<file path="src/rtl/read_overlap_geometry_core_macros.svh">
// Assertion macros for the read overlap geometry core.
// Used by the top level only; no other dependencies.
`ifndef READ_OVERLAP_GEOMETRY_CORE_MACROS_SVH
`define READ_OVERLAP_GEOMETRY_CORE_MACROS_SVH
`define ROG_ASSERT_IMPLIES(label, clk, rst, ante, cons) \
   label: assert property (@(posedge clk) disable iff (rst) (ante) |-> (cons)) \
      else $error("assertion failed");
`define ROG_ASSERT_NEXT(label, clk, rst, ante, cons) \
   label: assert property (@(posedge clk) disable iff (rst) (ante) |=> (cons)) \
      else $error("assertion failed");
`endif

</file>
<file path="src/rtl/rog_pkg.sv">
// Package for the read overlap geometry core: payload types, constants and
// order codes. No dependencies.
`default_nettype none
package rog_pkg;
   localparam int LengthBitsDefault = 16;
   localparam int PercentScale = 100;
   localparam int DivStages = 9;

   localparam logic [1:0] ORDER_NONE = 2'd0;
   localparam logic [1:0] ORDER_SAME = 2'd1;
   localparam logic [1:0] ORDER_CROSS = 2'd2;

   typedef struct packed {
      logic        first_paired;
      logic        second_paired;
      logic [31:0] first_read_id;
      logic [31:0] second_read_id;
      logic [15:0] first_left_index;
      logic [15:0] first_right_index;
      logic [15:0] second_left_index;
      logic [15:0] second_right_index;
      logic [15:0] first_len_main;
      logic [15:0] first_len_right;
      logic [15:0] second_len_main;
      logic [15:0] second_len_right;
   } req_type;

   typedef struct packed {
      logic        overlap_valid;
      logic [31:0] lead_id;
      logic [31:0] follow_id;
      logic [15:0] front_offset;
      logic [15:0] back_offset;
      logic [1:0]  order_code;
      logic [6:0]  front_percent;
      logic [6:0]  back_percent;
      logic [15:0] front_length;
      logic [15:0] back_length;
      logic        lead_type;
      logic        follow_type;
   } rsp_type;
endpackage
`default_nettype wire

</file>
<file path="src/rtl/rog_geom.sv">
// Geometry stages: offsets, overlap lengths, denominators and validity.
// Two register stages. Depends on rog_pkg.
`default_nettype none
module rog_geom
   import rog_pkg::*;
#(
   parameter int LENGTH_BITS = LengthBitsDefault
) (
   input  wire logic   clock,
   input  wire logic   reset,
   input  wire logic   in_valid,
   input  wire req_type in_item,
   output logic        out_valid,
   output rsp_type     out_item,
   output logic [LENGTH_BITS-1:0] out_den1,
   output logic [LENGTH_BITS-1:0] out_den2
);
   localparam int W = LENGTH_BITS + 2;
   typedef logic signed [W-1:0] sv_type;

   // Stage one: offsets.
   logic valid1_ff;
   req_type item1_ff;
   logic a_leads_ff, back_a_ff;
   sv_type pos1_ff, pos2m_ff, pos2p_ff;
   sv_type al, ar, bl, br;
   logic a_leads_in, back_a_in;
   sv_type pos1_in, pos2m_in, pos2p_in;

   always_comb begin
      al = sv_type'({2'b00, in_item.first_left_index[LENGTH_BITS-1:0]});
      ar = sv_type'({2'b00, in_item.first_right_index[LENGTH_BITS-1:0]});
      bl = sv_type'({2'b00, in_item.second_left_index[LENGTH_BITS-1:0]});
      br = sv_type'({2'b00, in_item.second_right_index[LENGTH_BITS-1:0]});
      a_leads_in = al >= bl;
      back_a_in = ar >= br;
      pos1_in = a_leads_in ? al - bl : bl - al;
      pos2m_in = ar - br;
      pos2p_in = back_a_in ? ar - br : br - ar;
   end

   always_ff @(posedge clock) begin
      if (reset) begin
         valid1_ff <= 1'b0;
      end else begin
         valid1_ff <= in_valid;
      end
      item1_ff <= in_item;
      a_leads_ff <= a_leads_in;
      back_a_ff <= back_a_in;
      pos1_ff <= pos1_in;
      pos2m_ff <= pos2m_in;
      pos2p_ff <= pos2p_in;
   end

   // Stage two: lengths and validity.
   sv_type am, arl, bm, brl, len1, len2, pos2, den1, den2;
   logic pa, pb, ok, tlead, tfollow;
   logic [1:0] ord;
   rsp_type item_in;

   function automatic sv_type smin(sv_type x, sv_type y);
      return (x < y) ? x : y;
   endfunction

   always_comb begin
      am = sv_type'({2'b00, item1_ff.first_len_main[LENGTH_BITS-1:0]});
      arl = sv_type'({2'b00, item1_ff.first_len_right[LENGTH_BITS-1:0]});
      bm = sv_type'({2'b00, item1_ff.second_len_main[LENGTH_BITS-1:0]});
      brl = sv_type'({2'b00, item1_ff.second_len_right[LENGTH_BITS-1:0]});
      pa = item1_ff.first_paired;
      pb = item1_ff.second_paired;
      ok = 1'b1;
      len2 = '0;
      pos2 = '0;
      den2 = '0;
      ord = ORDER_NONE;
      tlead = 1'b0;
      tfollow = 1'b0;
      if (a_leads_ff) begin
         len1 = smin(am - pos1_ff, bm);
      end else begin
         len1 = smin(am, bm - pos1_ff);
      end
      den1 = smin(am, bm);
      if (!pa && !pb) begin
         if (a_leads_ff && pos1_ff > am) ok = 1'b0;
         if (!a_leads_ff && pos1_ff > bm) ok = 1'b0;
      end else if (pa && !pb) begin
         if (a_leads_ff) len1 = am - pos1_ff;
         tlead = a_leads_ff;
         tfollow = !a_leads_ff;
         den1 = am;
         pos2 = -pos2m_ff;
         len2 = smin(arl, bm - pos2);
         if (pos2 < 0) ok = 1'b0;
         den2 = arl;
      end else if (!pa && pb) begin
         if (!a_leads_ff) len1 = bm - pos1_ff;
         tlead = !a_leads_ff;
         tfollow = a_leads_ff;
         den1 = bm;
         pos2 = pos2m_ff;
         len2 = smin(brl, am - pos2);
         if (pos2 < 0) ok = 1'b0;
         den2 = brl;
      end else begin
         pos2 = pos2p_ff;
         if (back_a_ff) len2 = smin(arl - pos2, brl);
         else len2 = smin(arl, brl - pos2);
         den2 = smin(arl, brl);
         ord = (a_leads_ff == back_a_ff) ? ORDER_SAME : ORDER_CROSS;
         tlead = 1'b1;
         tfollow = 1'b1;
      end
      if ((pa || pb) && len2 <= 0) ok = 1'b0;
      if (len1 <= 0) ok = 1'b0;
      item_in = '0;
      if (ok) begin
         item_in.overlap_valid = 1'b1;
         item_in.lead_id = a_leads_ff ? item1_ff.first_read_id : item1_ff.second_read_id;
         item_in.follow_id = a_leads_ff ? item1_ff.second_read_id : item1_ff.first_read_id;
         item_in.front_offset = 16'(pos1_ff);
         item_in.back_offset = 16'(pos2);
         item_in.order_code = ord;
         item_in.front_length = 16'(len1);
         item_in.back_length = 16'(len2);
         item_in.lead_type = tlead;
         item_in.follow_type = tfollow;
      end
   end

   logic [LENGTH_BITS-1:0] den1_in, den2_in;
   assign den1_in = (ok && den1 > 0) ? den1[LENGTH_BITS-1:0] : '0;
   assign den2_in = (ok && den2 > 0) ? den2[LENGTH_BITS-1:0] : '0;

   logic valid2_ff;
   rsp_type item2_ff;
   logic [LENGTH_BITS-1:0] den1_ff, den2_ff;
   always_ff @(posedge clock) begin
      if (reset) begin
         valid2_ff <= 1'b0;
      end else begin
         valid2_ff <= valid1_ff;
      end
      item2_ff <= item_in;
      den1_ff <= den1_in;
      den2_ff <= den2_in;
   end

   assign out_valid = valid2_ff;
   assign out_item = item2_ff;
   assign out_den1 = den1_ff;
   assign out_den2 = den2_ff;
endmodule
`default_nettype wire

</file>
<file path="src/rtl/rog_pct.sv">
// Pipelined restoring divider for floor(len * 100 / den), one quotient bit a
// stage over the seven quotient bits. Depends on rog_pkg.
`default_nettype none
module rog_pct
   import rog_pkg::*;
#(
   parameter int LENGTH_BITS = LengthBitsDefault
) (
   input  wire logic                   clock,
   input  wire logic [LENGTH_BITS-1:0] in_len,
   input  wire logic [LENGTH_BITS-1:0] in_den,
   output logic [6:0]                  out_pct
);
   localparam int NW = LENGTH_BITS + 8;
   // Stage zero: scale the length by 100 (the quotient never
   // exceeds 100 for a valid item; a zero denominator gives zero).
   logic [NW-1:0] num0_ff;
   logic [LENGTH_BITS-1:0] den0_ff;
   always_ff @(posedge clock) begin
      num0_ff <= (in_den == '0) ? '0 : NW'(in_len) * NW'(PercentScale);
      den0_ff <= in_den;
   end

   logic [NW-1:0] rem_ff [7];
   logic [6:0] q_ff [7];
   logic [LENGTH_BITS-1:0] den_ff [7];

   for (genvar i = 0; i < 7; i++) begin : g_step
      logic [NW-1:0] rem_prev;
      logic [6:0] q_prev;
      logic [LENGTH_BITS-1:0] den_prev;
      logic [NW+6:0] shifted;
      logic fits;
      if (i == 0) begin : g_first
         assign rem_prev = num0_ff;
         assign q_prev = '0;
         assign den_prev = den0_ff;
      end else begin : g_rest
         assign rem_prev = rem_ff[i-1];
         assign q_prev = q_ff[i-1];
         assign den_prev = den_ff[i-1];
      end
      assign shifted = (NW+7)'(den_prev) << (6 - i);
      assign fits = (den_prev != '0) && ((NW+7)'(rem_prev) >= shifted);
      always_ff @(posedge clock) begin
         rem_ff[i] <= fits ? NW'((NW+7)'(rem_prev) - shifted) : rem_prev;
         q_ff[i] <= q_prev | (7'(fits) << (6 - i));
         den_ff[i] <= den_prev;
      end
   end
   assign out_pct = q_ff[6];
endmodule
`default_nettype wire

</file>
<file path="src/rtl/read_overlap_geometry_core.sv">
// Top level of the read overlap geometry core: geometry stages followed by
// two percentage dividers. Depends on rog_pkg, rog_geom, rog_pct and macros.
//
// One candidate item is taken per clock cycle; busy is never raised. Each
// result appears on rsp_valid after passing two geometry stages, then one
// scaling stage and seven divider stages for the percentages.
// Results come out in order and must be taken as they appear.
`default_nettype none
`include "read_overlap_geometry_core_macros.svh"
module read_overlap_geometry_core
   import rog_pkg::*;
#(
   parameter int LENGTH_BITS = LengthBitsDefault
) (
   input  wire logic    clock,
   input  wire logic    reset,
   input  wire logic    start,
   output logic         busy,
   input  wire req_type req_item,
   output logic         rsp_valid,
   output rsp_type      rsp_item
);
   logic g_valid;
   rsp_type g_item;
   logic [LENGTH_BITS-1:0] den1, den2;

   assign busy = 1'b0;

   rog_geom #(.LENGTH_BITS(LENGTH_BITS)) u_geom (
      .clock(clock), .reset(reset), .in_valid(start), .in_item(req_item),
      .out_valid(g_valid), .out_item(g_item), .out_den1(den1), .out_den2(den2)
   );

   logic [6:0] p1, p2;
   rog_pct #(.LENGTH_BITS(LENGTH_BITS)) u_pct1 (
      .clock(clock), .in_len(g_item.front_length[LENGTH_BITS-1:0]), .in_den(den1),
      .out_pct(p1)
   );
   rog_pct #(.LENGTH_BITS(LENGTH_BITS)) u_pct2 (
      .clock(clock), .in_len(g_item.back_length[LENGTH_BITS-1:0]), .in_den(den2),
      .out_pct(p2)
   );

   logic valid_ff [DivStages-1];
   rsp_type item_ff [DivStages-1];
   always_ff @(posedge clock) begin
      if (reset) valid_ff[0] <= 1'b0;
      else valid_ff[0] <= g_valid;
      item_ff[0] <= g_item;
      for (int i = 1; i < DivStages - 1; i++) begin
         if (reset) valid_ff[i] <= 1'b0;
         else valid_ff[i] <= valid_ff[i-1];
         item_ff[i] <= item_ff[i-1];
      end
   end

   always_comb begin
      rsp_item = item_ff[DivStages-2];
      rsp_item.front_percent = p1;
      rsp_item.back_percent = p2;
   end
   assign rsp_valid = valid_ff[DivStages-2];

   `ROG_ASSERT_NEXT(a_never_busy, clock, reset, 1'b1, !busy)
   `ROG_ASSERT_IMPLIES(a_invalid_zero, clock, reset, rsp_valid && !rsp_item.overlap_valid,
      rsp_item.lead_id == '0 && rsp_item.order_code == ORDER_NONE)
   `ROG_ASSERT_IMPLIES(a_pct_range, clock, reset, rsp_valid,
      rsp_item.front_percent <= 7'd100 && rsp_item.back_percent <= 7'd100)
endmodule
`default_nettype wire

</file>
<file path="config.mk">
export PLATFORM = sky130hd
export DESIGN_NAME = read_overlap_geometry_core
export DESIGN_NICKNAME = d
export VERILOG_FILES = /design/src/rtl/rog_pkg.sv /design/src/rtl/rog_geom.sv /design/src/rtl/rog_pct.sv /design/src/rtl/read_overlap_geometry_core.sv
export VERILOG_INCLUDE_DIRS = /design/src /design/src/rtl
export SDC_FILE = /design/constraint.sdc
export NUM_CORES = 2
export LEC_CHECK = 0
export BUFFER_PORTS_ARGS = -buffer_cell sky130_fd_sc_hd__buf_2
export CAP_MARGIN = 10
export CORE_AREA = 2 2 349 351
export DETAILED_ROUTE_END_ITERATION = 10
export DIE_AREA = 0 0 351 353
export PLACE_DENSITY_LB_ADDON = 0.2
export RECOVER_POWER = 25
export SETUP_SLACK_MARGIN = 0.02
export SYNTH_ARGS = -nofsm -noshare
export SYNTH_HDL_FRONTEND = slang
export SYNTH_SLANG_ARGS = --single-unit
</file>
<file path="constraint.sdc">
create_clock -name clock -period 10.4 [get_ports clock]
set_input_delay 0.52 -clock clock [delete_from_list [all_inputs] [get_ports clock]]
set_output_delay 0.52 -clock clock [all_outputs]
set_load 0.02 [all_outputs]
</file>
==> impl_metrics.yaml <==
synth:
  ys_ff_latch: 2009
  synth_nets: 7593
  ys_top_cells_by_count: "2009 x dfxtp_1, 606 x ha_1, 590 x inv_1"
  yosysTopAreaCellShare_pct: 55.13
  yosys_warnings: 0
  synth_area_leader_cell: "dfxtp_1"
  synthAdderAreaFrac_pct: 11.64
  synth_edf_count: 0
  seq_area_frac_synth_pct: 55.13
  synth.area.mux_share_pct: 2.979
  synthesis.area_um2: 72950
  synth_area_leaders: "dfxtp_1 55%, ha_1 10%, inv_1 3.0%"
  synth_compound_area_share_pct: 11.00
  synthArstFlopShare_pct: 0
  syn_area_per_cell_um2: 10.81
  synth_most_common_cell: "dfxtp_1"
  synth-xor-area-share_pct: 4.204
  synthFlopType: "dfxtp_1"
  synthCells: 6746
  synth_top_family_by_area: "adder cells"
  synthSimpleGateAreaFrac_pct: 9.720
  synth_cell_types: 95
critical_path:
  critPathMaxFanout: 21
  criticalPathCategory: "flop to flop"
  cp_data_required_time_ns: 11.05
  crit_arrival_ns: 9.85
  cp-start-kind: "flop"
  cp_top_family: "compound AO/OA/AOI/OAI gates"
  crit_path_top_delay_cell: "a2111oi_0"
  critPathBufInv: 3
  end_kind: "flop"
  slowest_delay_ns: 0.86
  crit_path_frequent_cell: "ha_1"
final_layout:
  final_area_um2: 83200
  syn2layout_area_growth_pct: 14.06
  final.fill_count: 8911
  design.final.nets: 8006
  layout-drive-gt1-share_pct: 11.38
  fin_util_pct: 68.99
timing:
  max_freq_ghz: 0.1086
  relSlewSlack_pct: 20.47
  final.setup.tns_ns: 0
  finalHoldViolCount: 0
  slew_viol_final: 0
  fin_crit_sh_pct: 88.51
  hold_slack_ns: 0.07213
  rsz0062_at_grt: "no"
  worstMarginPinSlew_ns: 1.190
  fin_skew_ns: 0.06393
  post-route-min-period_ns: 9.205
  finalSetupViolations: 0
drt:
  drtIter0Drc: 2823
  postRouteAntennaNets: 0
  remaining_drc_errors: 0
  routed_via_density: 5.337
  first_pass_iters: 6
  vias: 47690
  wl_per_cell_um: 18.66
  routed_wl_um: 166700
run_status:
  status: "completed"
clock_tree:
  cts_tree: "yes"
  cts_root_buffer: "clkbuf_16"
  clkLatencyLatePin_ns: 0.83
  max-clock-path-buffers: 3
  htreeDepth: 4
  cts_buffers: 181
  clk_pin_slew_ns: 0.07
  postCtsSetupRepairBufs: 0
  cts_sinks: 2009
power:
  combPwrFrac_pct: 36.2
  internal_power_mw: 18.81
  clkPwrFrac_pct: 24.1
  switchingPower_mw: 10.08
  powerDensity_nw_per_um2: 347.2
  seqPwrFrac_pct: 39.7
  p_leak_nw: 37.19
  vdd_ir_drop_max_mv: 0.2078
  switching_share_pct: 34.90
worst_hold_path:
  hp-class: "input pin to flop"
floorplan:
  std_cell_rows: 128
  ios: 346
  die_y_um: 353
  die_area_um2: 123900
  die_x_um: 351
  initial_core_util_pct: 60.49
  core_um2: 120600
global_routing:
  grt_pass1_wl_um: 258400
  first_global_vias: 48190
  grt_max_degree: 60
  grt_overflow: 0
  grtUsageTotal_pct: 26.67
  antenna_found_initial: 5
placement:
  place_hpwl_um: 121900
  io_buffers: 344
  gp_congestion: 0.9430
  placed_area_um2: 75400
run:
  maxCapViolations: 0
[placed cells by master, fill, tap and decap left out, types with 44 or more instances in the layout]
cell type and n:
fa_1 44, clkbuf_16 182, dlygate4sd3_1 133, mux2i_1 126, inv_1 590, nand2_1 329
nand4_1 62, o21ai_0 325, a21o_1 154, nor2_1 397, ha_1 606, xor2_1 151
nor4_1 93, buf_2 342, o21a_1 81, a21oi_1 278, mux2_2 81, dfxtp_1 2006
nor2b_1 108, nor3_1 89, nand3_1 70, xnor2_1 189, nand2b_1 79
[state kept, by name, summed over array words and instances (netlist names), 8 cells and up]
register,cells
item_ff,1064
u_geom.out_item,133
u_pct1.rem_ff,133
u_pct2.rem_ff,133
u_pct1.den_ff,96
u_pct2.den_ff,96
u_geom.item1_ff,64
u_pct1.q_ff,28
u_pct2.q_ff,28
u_pct1.g_step.rem_prev,21
u_pct2.g_step.rem_prev,21
u_geom.pos1_ff,17
u_geom.pos2m_ff,17
u_geom.am,16
u_geom.arl,16
u_geom.bm,16
u_geom.brl,16
u_geom.out_den1,16
u_geom.out_den2,16
u_geom.pos2p_ff,16
u_pct1.den0_ff,16
u_pct2.den0_ff,16
valid_ff,8
[power groups by stage]
stage / clock [mW] / combinational [mW] / sequential (mW)
floorplan: 0 / 8.16 / 11.1
CTS: 7.07 / 10.4 / 11.5
finish: 6.95 / 10.5 / 11.5
detailed placement: 0 / 10.3 / 11.6
global route: 7.40 / 11.7 / 11.7
global placement: 0 / 10.1 / 11.5
[final cells by class]
| cell class | instances | area (µm²) | share of cell area (%) |
|---|---|---|---|
| tap | 1625 | 2033 | 2.444 |
| sequential | 2009 | 40220 | 48.35 |
| timing repair buffer | 507 | 3333 | 4.006 |
| multi-input combinational | 3868 | 28930 | 34.77 |
| clock inverter | 85 | 1344 | 1.615 |
| inverter | 592 | 2222 | 2.671 |
| clock buffer | 247 | 5109 | 6.140 |
| antenna | 2 | 5.005 | 0.006015 |
[worst reg2reg max path, delay by kind of cell, from the launching register on]
family	cells	cell delay [ns]
compound gates	15	4.43
flops	1	0.55
xor+xnor	1	0.17
simple gates	9	2.05
buf+inv	3	0.72
fa+ha+maj	4	1.17
[layer usage]
metal | vias to the layer above | global-route usage [%] | wire length, µm
met5 | - | 0 | 12
met1 | 22320 | 31.51 | 68530
li1 | 23710 | - | -
met4 | 2 | 14.73 | 9230
met3 | 437 | 3.861 | 7488
met2 | 1214 | 46.43 | 81460
[path summary, 6_finish.rpt]
check | start | to | slack, ns | depth (start not counted)
hold / removal | req_item[112] | u_geom.pos1_ff[0] | 0.07 | 3
setup / recovery | u_geom.pos2m_ff[0] | u_geom.out_den2[1] | 1.20 | 32
setup reg to reg | u_geom.pos2m_ff[0] | u_geom.out_den2[1] | 1.20 | 32
hold reg to reg | item_ff[0][390] | item_ff[0][537] | 0.29 | 0
[through the flow]
stage | cells | power [mW] | worst slack (ns)
finish | 8935 | 28.89 | 1.195
global route | 8934 | 30.82 | 0.6891
CTS | 8932 | 28.96 | 1.385
detailed placement | 8467 | 21.86 | 1.421
global placement | 8466 | 21.59 | 1.599
floorplan | 6746 | 19.22 | 3.112
[logic make-up (layout without fill, tap and decap cells)]
logic type / count (synthesis) / count (layout)
AO/OA/AOI/OAI: 1240 / 1240
XOR/XNOR: 344 / 344
adder cells (fa/ha/maj): 653 / 653
buffers and inverters: 869 / 1431
flip-flops: 2009 / 2009
multiplexers: 207 / 207
other: 1 / 3
AND/OR/NAND/NOR: 1423 / 1423
[what timing repair did]
item                      CTS  global route
hold endpoints to repair  140             0
hold buffers              133             0
resized for setup           0             0
Power figures use the tool's default switching activity.
